===== src/fcatb_pkg.sv =====
// Shared types and constants of the fragment clip / alpha test / blend block.
// No dependencies; used by fcatb_if, fcatb_chan and the top level.
package fcatb_pkg;

    localparam int COORD_W        = 13;
    localparam int COLOR_W        = 32;
    localparam int CFG_ADDR_W     = 4;
    localparam int CFG_DATA_W     = 52;
    localparam int MAX_RECTS      = 4;
    localparam int COORD_BIAS_DEF = 1440;
    localparam int CLIP_RECTS_DEF = 4;

    typedef logic [CFG_ADDR_W-1:0] cfg_addr_t;

    localparam cfg_addr_t REG_BLEND   = 4'd0;
    localparam cfg_addr_t REG_ALPHA   = 4'd1;
    localparam cfg_addr_t REG_CLIP    = 4'd2;
    localparam cfg_addr_t REG_RECT0   = 4'd3;
    localparam cfg_addr_t REG_TEXTURE = 4'd7;

    localparam logic [15:0] CLIP_ALL = 16'hffff;

    localparam logic [2:0] SWZ_ZERO = 3'd4;
    localparam logic [2:0] SWZ_ONE  = 3'd5;

    typedef enum logic [2:0] {
        AF_NEVER,
        AF_LESS,
        AF_EQUAL,
        AF_LEQUAL,
        AF_GTHAN,
        AF_NOTEQUAL,
        AF_GEQUAL,
        AF_ALWAYS
    } alpha_func_t;

    typedef struct packed {
        logic       enable;
        logic [5:0] src_code;
        logic [5:0] dst_code;
    } blend_ctl_t;

    typedef struct packed {
        logic s2;
        logic s3;
        logic s4;
        logic s5;
        logic s6;
    } stage_en_t;

endpackage


===== src/fcatb_chan.sv =====
// One color channel of the blend pipeline: factor select, products, clamp, divide.
// Depends on fcatb_pkg; stages advance on the enables from the top level.
module fcatb_chan (
    input  logic                  clk,
    input  fcatb_pkg::stage_en_t  en,
    input  fcatb_pkg::blend_ctl_t ctl,
    input  logic [15:0]           sc,
    input  logic [15:0]           sa,
    input  logic [7:0]            d,
    input  logic [7:0]            da,
    output logic [7:0]            q
);

    localparam logic [15:0] UNIT_ONE  = 16'd65025;
    localparam logic [31:0] BLEND_LIM = 32'd4228250625;
    localparam logic [31:0] BLEND_DIV = 32'd16581375;
    localparam logic [8:0]  RECIP     = 9'd259;

    localparam logic [5:0] BF_ZERO       = 6'd1;
    localparam logic [5:0] BF_ONE        = 6'd2;
    localparam logic [5:0] BF_SRC        = 6'd3;
    localparam logic [5:0] BF_INV_SRC    = 6'd4;
    localparam logic [5:0] BF_SRC_A      = 6'd5;
    localparam logic [5:0] BF_INV_SRC_A  = 6'd6;
    localparam logic [5:0] BF_DST_A      = 6'd7;
    localparam logic [5:0] BF_INV_DST_A  = 6'd8;
    localparam logic [5:0] BF_DST        = 6'd9;
    localparam logic [5:0] BF_INV_DST    = 6'd10;
    localparam logic [5:0] BF_SAT        = 6'd11;
    localparam logic [5:0] BX_ZERO       = 6'd32;
    localparam logic [5:0] BX_ONE        = 6'd33;
    localparam logic [5:0] BX_SRC        = 6'd34;
    localparam logic [5:0] BX_INV_SRC    = 6'd35;
    localparam logic [5:0] BX_DST        = 6'd36;
    localparam logic [5:0] BX_INV_DST    = 6'd37;
    localparam logic [5:0] BX_SRC_A      = 6'd38;
    localparam logic [5:0] BX_INV_SRC_A  = 6'd39;
    localparam logic [5:0] BX_DST_A      = 6'd40;
    localparam logic [5:0] BX_INV_DST_A  = 6'd41;
    localparam logic [5:0] BX_SAT        = 6'd42;

    function automatic logic [15:0] factor(
        input logic [5:0]  code,
        input logic [15:0] fc,
        input logic [15:0] fa,
        input logic [15:0] fdc,
        input logic [15:0] fda
    );
        logic [15:0] inv_da;
        logic [15:0] f;
        inv_da = UNIT_ONE - fda;
        case (code)
            BF_ZERO, BX_ZERO:           f = '0;
            BF_ONE, BX_ONE:             f = UNIT_ONE;
            BF_SRC, BX_SRC:             f = fc;
            BF_INV_SRC, BX_INV_SRC:     f = UNIT_ONE - fc;
            BF_DST, BX_DST:             f = fdc;
            BF_INV_DST, BX_INV_DST:     f = UNIT_ONE - fdc;
            BF_SRC_A, BX_SRC_A:         f = fa;
            BF_INV_SRC_A, BX_INV_SRC_A: f = UNIT_ONE - fa;
            BF_DST_A, BX_DST_A:         f = fda;
            BF_INV_DST_A, BX_INV_DST_A: f = inv_da;
            BF_SAT, BX_SAT:             f = (fa < inv_da) ? fa : inv_da;
            default:                    f = UNIT_ONE;
        endcase
        return f;
    endfunction

    logic [15:0] dc;
    logic [15:0] da255;
    logic [15:0] fs_next;
    logic [15:0] fd_next;
    logic [32:0] sum;
    logic [31:0] sum_next;
    logic [40:0] est;
    logic [31:0] rem;
    logic [7:0]  q_next;

    logic [15:0] sc_a_reg;
    logic [15:0] dc_a_reg;
    logic [15:0] fs_a_reg;
    logic [15:0] fd_a_reg;
    logic [31:0] ps_b_reg;
    logic [31:0] pd_b_reg;
    logic [31:0] sum_c_reg;
    logic [31:0] sum_d_reg;
    logic [7:0]  qe_d_reg;
    logic [7:0]  q_reg;

    // factor select; blending off reduces to sc * one / 255^3 = sc / 255
    always_comb
    begin
        dc      = {d, 8'h00} - {8'h00, d};
        da255   = {da, 8'h00} - {8'h00, da};
        fs_next = ctl.enable ? factor(ctl.src_code, sc, sa, dc, da255) : UNIT_ONE;
        fd_next = ctl.enable ? factor(ctl.dst_code, sc, sa, dc, da255) : 16'd0;
    end

    always_comb
    begin
        sum      = {1'b0, ps_b_reg} + {1'b0, pd_b_reg};
        sum_next = (sum > {1'b0, BLEND_LIM}) ? BLEND_LIM : sum[31:0];
        est      = 41'(sum_c_reg) * 41'(RECIP);
        // estimate is low by at most one
        rem      = sum_d_reg - (32'(qe_d_reg) * BLEND_DIV);
        q_next   = qe_d_reg + 8'(rem >= BLEND_DIV);
    end

    always_ff @(posedge clk)
    begin
        if (en.s2)
        begin
            sc_a_reg <= sc;
            dc_a_reg <= dc;
            fs_a_reg <= fs_next;
            fd_a_reg <= fd_next;
        end
        if (en.s3)
        begin
            ps_b_reg <= 32'(sc_a_reg) * 32'(fs_a_reg);
            pd_b_reg <= 32'(dc_a_reg) * 32'(fd_a_reg);
        end
        if (en.s4)
        begin
            sum_c_reg <= sum_next;
        end
        if (en.s5)
        begin
            sum_d_reg <= sum_c_reg;
            qe_d_reg  <= est[39:32];
        end
        if (en.s6)
        begin
            q_reg <= q_next;
        end
    end

    assign q = q_reg;

endmodule


===== config.mk =====
export PLATFORM = sky130hd
export DESIGN_NAME = fcatb_chan
export DESIGN_NICKNAME = d
export VERILOG_FILES = /design/src/fcatb_pkg.sv /design/src/fcatb_chan.sv
export SDC_FILE = /design/constraint.sdc
export NUM_CORES = 2
export LEC_CHECK = 0
export ABC_AREA = 1
export BUFFER_PORTS_ARGS = -buffer_cell sky130_fd_sc_hd__buf_2
export CAP_MARGIN = 20
export CORE_MARGIN = 5
export CORE_UTILIZATION = 50
export DETAILED_ROUTE_END_ITERATION = 8
export GPL_ROUTABILITY_DRIVEN = 0
export PLACE_DENSITY = 0.68
export SLEW_MARGIN = 20
export SYNTH_ARGS = -nofsm -noshare
export SYNTH_HDL_FRONTEND = slang
export SYNTH_SLANG_ARGS = --single-unit

===== constraint.sdc =====
create_clock -name clk -period 5.5 [get_ports clk]
set_input_delay 0.275 -clock clk [delete_from_list [all_inputs] [get_ports clk]]
set_output_delay 0.275 -clock clk [all_outputs]
set_load 0.005 [all_outputs]

# --- Word level (Yosys, flattened, before mapping) ---
# Cells that the tools add are included.
totals:
  register_bits: 208
op_classes:
  reduce_logical: 20
  mul: 4
  eq_ne: 40
  addsub: 9
  mux: 3
  n_lt_le_gt_ge: 3
ops:
  columns: ["operator", "count"]
  rows:
  - ["$pmux 16 s10", 2]
  - ["$eq 6x6->1 const B", 20]
  - ["$mul 16x16->32", 2]
  - ["$sub 16x16->16 const A", 4]
  - ["$eq 6x3->1 const B", 8]
  - ["$eq 6x4->1 const B", 8]
  - ["$mul 32x9->40 const B", 1]
  - ["$reduce_or 2->1", 20]
  - ["$add 32x32->33", 1]
  - ["$gt 33x32->1 const B", 1]
  - ["$ge 32x24->1 const B", 1]
  - ["$mul 8x24->32 const B", 1]
  - ["$sub 16x8->16", 2]
  - ["$sub 32x32->32", 1]
  - ["$lt 16x16->1", 1]
  - ["$mux 16", 1]
  - ["$eq 6x1->1 const B", 2]
  - ["$eq 6x2->1 const B", 2]
  - ["$add 8x1->8", 1]

# --- Depth between registers and ports, before layout ---
logic_depth:
  depth_word: 5
  mapped_depth: 30
  mapped_depth_nobuf: 30

# --- Worst setup path before layout ---
# OpenSTA, ideal clock, no wires.
synth_path:
  kind: "register -> register"
  start: "reg fs_a_reg[1]"
  end: "reg ps_b_reg[25] (data pin)"
  t_arrival_ns: 5.656
  required_time_ns: 5.248
  setup_ns: 0.252
  slack_ns: -0.408
  stages_incl_launch_ff: 25
  period_less_slack_ns: 5.908
  path_cell_list: "edfxtp_1 clkbuf_1 clkbuf_1 nand2_1 fa_1 inv_1 fa_1 inv_1 fa_1 inv_1 fa_1 inv_1 fa_1 inv_1 fa_1 ha_1 nand2_1 nor2_1 nand2_1 o211ai_1 a21boi_0 o21bai_1 a21oi_1 nand2_1 nand2_1"
synth_between:
  elab_chain_len: 1
synth_lines:
  columns: ["element", "line_no", "rtl"]
  rows:
  - ["start, declared", "fcatb_chan.sv:81", "logic [15:0] fs_a_reg;"]
  - ["start signal, assigned", "fcatb_chan.sv:115", "fs_a_reg <= fs_next;"]
  - ["$mul 16x16->32", "fcatb_chan.sv:120", "ps_b_reg <= 32'(sc_a_reg) * 32'(fs_a_reg);"]
  - ["end signal, assigned", "fcatb_chan.sv:120", null]
  - ["end, declared", "fcatb_chan.sv:83", "logic [31:0] ps_b_reg;"]
# No other way between the ends.
# A chain may end at the register's enable or synchronous reset.

# --- Final worst setup path ---
layout_path:
  start: "reg fs_a_reg[6]"
  end: "reg ps_b_reg[23] (data pin)"
# Same word-level chain as after synthesis.

==> flow_metrics.py <==
metrics = {
    "synth": {
        "seq_area_frac_synth": 0.157,
        "synth_top_area_frac": 0.247,
        "synth_seq_cells": 208,
        "avgSynthCellArea_um2": 7.54,
        "yosys.area.top_type": "fa_1",
        "yosys.cell_count.top_type": "nand2_1",
        "syn_area_um2": 39700,
        "synth_common_cells": "nand2_1 (1359), inv_1 (1294), fa_1 (490)",
        "ys.warnings.count": 0,
        "synthFlopType": "edfxtp_1",
        "netlist_instances": 5263,
        "syn_nets": 6293,
        "synth_cell_type_count": 48,
        "async_flop_share": 0,
        "synth_edf_count": 208,
        "ys_top_cells_by_area": "fa_1 (25%), edfxtp_1 (16%), ha_1 (15%)",
    },
    "clock_tree": {
        "cts_made_buffers": 25,
        "cts.sinks": 208,
        "clk_transition_reported_paths_ps": 60,
        "cts_max_level": 1,
        "cts_tree": "yes",
        "cts-root-buf": "clkbuf_16",
        "worstSkewPairLatency_ps": 560,
        "cts_buffer_depth": 3,
    },
    "hold_path": {
        "worstHoldEndpoint": "sc_a_reg[10]$_DFFE_PP_",
        "worstHoldPathType": "in2reg",
        "hp-start": "sc[10]",
        "hold_depth": 1,
    },
    "finish": {
        "areaGrowthSynthToFinish_pct": 17.6,
        "seq_area_um2": 6250,
        "final_layout_size_suffix_gt1_frac": 0.160,
        "multi_input_area_um2": 29500,
        "final_nets": 6664,
        "fillers": 7009,
    },
    "setup_path": {
        "crit_path_start_kind": "flip-flop",
        "crit_type": "reg2reg",
        "worstPathRequired_ps": 5800,
        "worstRegToRegCells": 22,
        "r2r_end": "ps_b_reg[23]$_DFFE_PP_",
        "r2r_setup_slack_ps": -150,
        "crit_arrival_ps": 5960,
        "path_max_fanout": 5,
        "regToRegStartpoint": "fs_a_reg[6]$_SDFFCE_PN0P_",
        "critical_path.endpoint_type": "flip-flop",
    },
    "sta": {
        "finalCriticalPeriod_ps": 5650,
        "skew_ps": 34.0,
        "worst_pin_slew_ps": 983,
        "timing.slew.headroom": 0.340,
        "post-route-period-util": 1.03,
        "slew_viol_final": 0,
        "rsz0062_at_grt": "true",
        "finalHoldViolations": 0,
        "max_freq_mhz": 177,
        "setup_viol": 16,
        "hold_slack_ps": 35.6,
        "worst_slack_ps": -154,
    },
    "global_route": {
        "grt_antenna_before_repair": 4,
        "grt_pass1_vias": 35428,
        "grt_start_max_net_pins": 65,
        "grt_use_total": 0.258,
        "grt_first_pass_wirelength_mm": 179,
        "grt-ovfl-total": 0,
    },
    "place": {
        "hpwl_mm": 92.5,
        "io_buffer_count": 74,
    },
    "floorplan": {
        "die_area_um2": 85100,
        "row_count": 103,
        "start_util": 0.503,
        "coreArea_um2": 78900,
        "dieWidth_um": 292,
        "die_h_um": 292,
        "pin_count": 75,
    },
    "detailed_routing": {
        "wl_per_cell_um": 16.9,
        "drc": 0,
        "final_antenna_net_count": 0,
        "firstDrtPassIters": 6,
        "routed_via_density": 5.27,
        "vias": 35358,
        "drt-initial-drc-count": 2681,
        "wirelength_mm": 113,
    },
    "status": {
        "outcome": "finished, violations left",
        "violations": "negative setup slack",
    },
    "job": {
        "cap_violations": 0,
    },
}
[cell type report]
| type | instances | share of cell area |
|---|---|---|
| Inverter | 1303 | 0.105 |
| Clock buffer | 31 | 0.0139 |
| Clock inverter | 13 | 0.00209 |
| Tap cell | 1050 | 0.0282 |
| Timing Repair Buffer | 490 | 0.0835 |
| Multi-Input combinational cell | 3606 | 0.633 |
| Sequential cell | 208 | 0.134 |
| Antenna cell | 3 | 0.000161 |
[worst max-delay path by stage]
stage / from / end / slack, ps / cells past startpoint
2_1_floorplan: fs_a_reg[1]$_SDFFCE_PN0P_ / ps_b_reg[28]$_DFFE_PP_ / 0.5 / 22
3_3_place_gp: sc_a_reg[9]$_DFFE_PP_ / ps_b_reg[28]$_DFFE_PP_ / -250 / 22
3_5_place_dp: fs_a_reg[4]$_SDFFCE_PN0P_ / ps_b_reg[28]$_DFFE_PP_ / -320 / 20
4_1_cts: fs_a_reg[2]$_SDFFCE_PN0P_ / ps_b_reg[28]$_DFFE_PP_ / -180 / 22
5_1_grt: sc_a_reg[6]$_DFFE_PP_ / ps_b_reg[28]$_DFFE_PP_ / -370 / 24
6_report: fs_a_reg[6]$_SDFFCE_PN0P_ / ps_b_reg[23]$_DFFE_PP_ / -150 / 22
[critical path, cell delays in order, from the launching register on]
cell and delay, ps:
edfxtp_1 380, buf_6 150, buf_6 100, nand2_4 40
fa_1 530, inv_2 50, fa_1 540, fa_1 430
fa_1 510, inv_2 40, fa_1 520, inv_2 40
fa_1 580, ha_4 240, a21o_1 190, a31oi_1 180
o211ai_1 120, buf_4 170, a21o_1 160, nand2_1 70
nand2_2 90, buf_6 130, xor2_1 130
[kinds of logic after synthesis]
kind of cell / after synthesis / synth area share
adder cells (fa/ha/maj): 963 / 0.397
AND/OR/NAND/NOR: 2068 / 0.215
XOR/XNOR: 119 / 0.0263
AO/OA/AOI/OAI: 456 / 0.0666
flip-flops: 208 / 0.157
buffers and inverters: 1449 / 0.138
[cell usage in the layout, fill, tap and decap left out, types with 11 or more instances in the layout]
cell type,instances
nand2_1,1275
clkinv_1,11
inv_1,1231
o21ai_1,18
fa_1,468
a31oi_1,13
a21o_1,18
nand3b_1,25
a21oi_2,30
nand2_4,21
o21ai_0,89
nor2_2,42
edfxtp_1,208
o22ai_1,35
nor4_1,14
nor2_4,12
inv_2,65
buf_2,74
nand4_1,62
ha_4,42
a21oi_4,11
nor3_1,38
o211ai_1,21
fa_2,22
o21ai_2,15
clkbuf_16,25
buf_12,14
xnor2_1,38
o21bai_1,12
buf_6,57
nand3_2,11
nand2_2,75
a21oi_1,143
ha_1,430
nand3_1,190
nor2_1,272
xor2_1,75
buf_4,341
[per-layer routing]
layer | GRT usage | vias to the layer above | wire, um
met5 | 0 | - | 20
met4 | 0.103 | 2 | 5930
met3 | 0.0363 | 364 | 7520
met2 | 0.452 | 1290 | 54800
met1 | 0.322 | 16801 | 44700
li1 | - | 16901 | -
[through the flow]
stage	TNS [ps]	std cells	utilization	setup WS, ps	instance area (um2)
detailed placement	-4040	6536	0.548	-316	43200
global route	-5760	6701	0.591	-368	46600
CTS	-1180	6647	0.571	-175	45100
global placement	-2150	6536	0.548	-252	43200
finish	-1290	6704	0.591	-154	46600
floorplan	0	5263	-	0.493	40000
[repair_timing]
action / 4_1_cts / 5_1_grt
pin swaps: 90 / 192
setup buffers: 64 / 59
gates cloned: 0 / 1
endpoints found under the hold margin: 4 / 0
resized for setup: 129 / 329
hold buffers: 4 / 0
endpoints found under the setup margin: 33 / 42
Power is not shown: default switching activity piles up to over one toggle a cycle in this logic, so the estimate is an artifact.
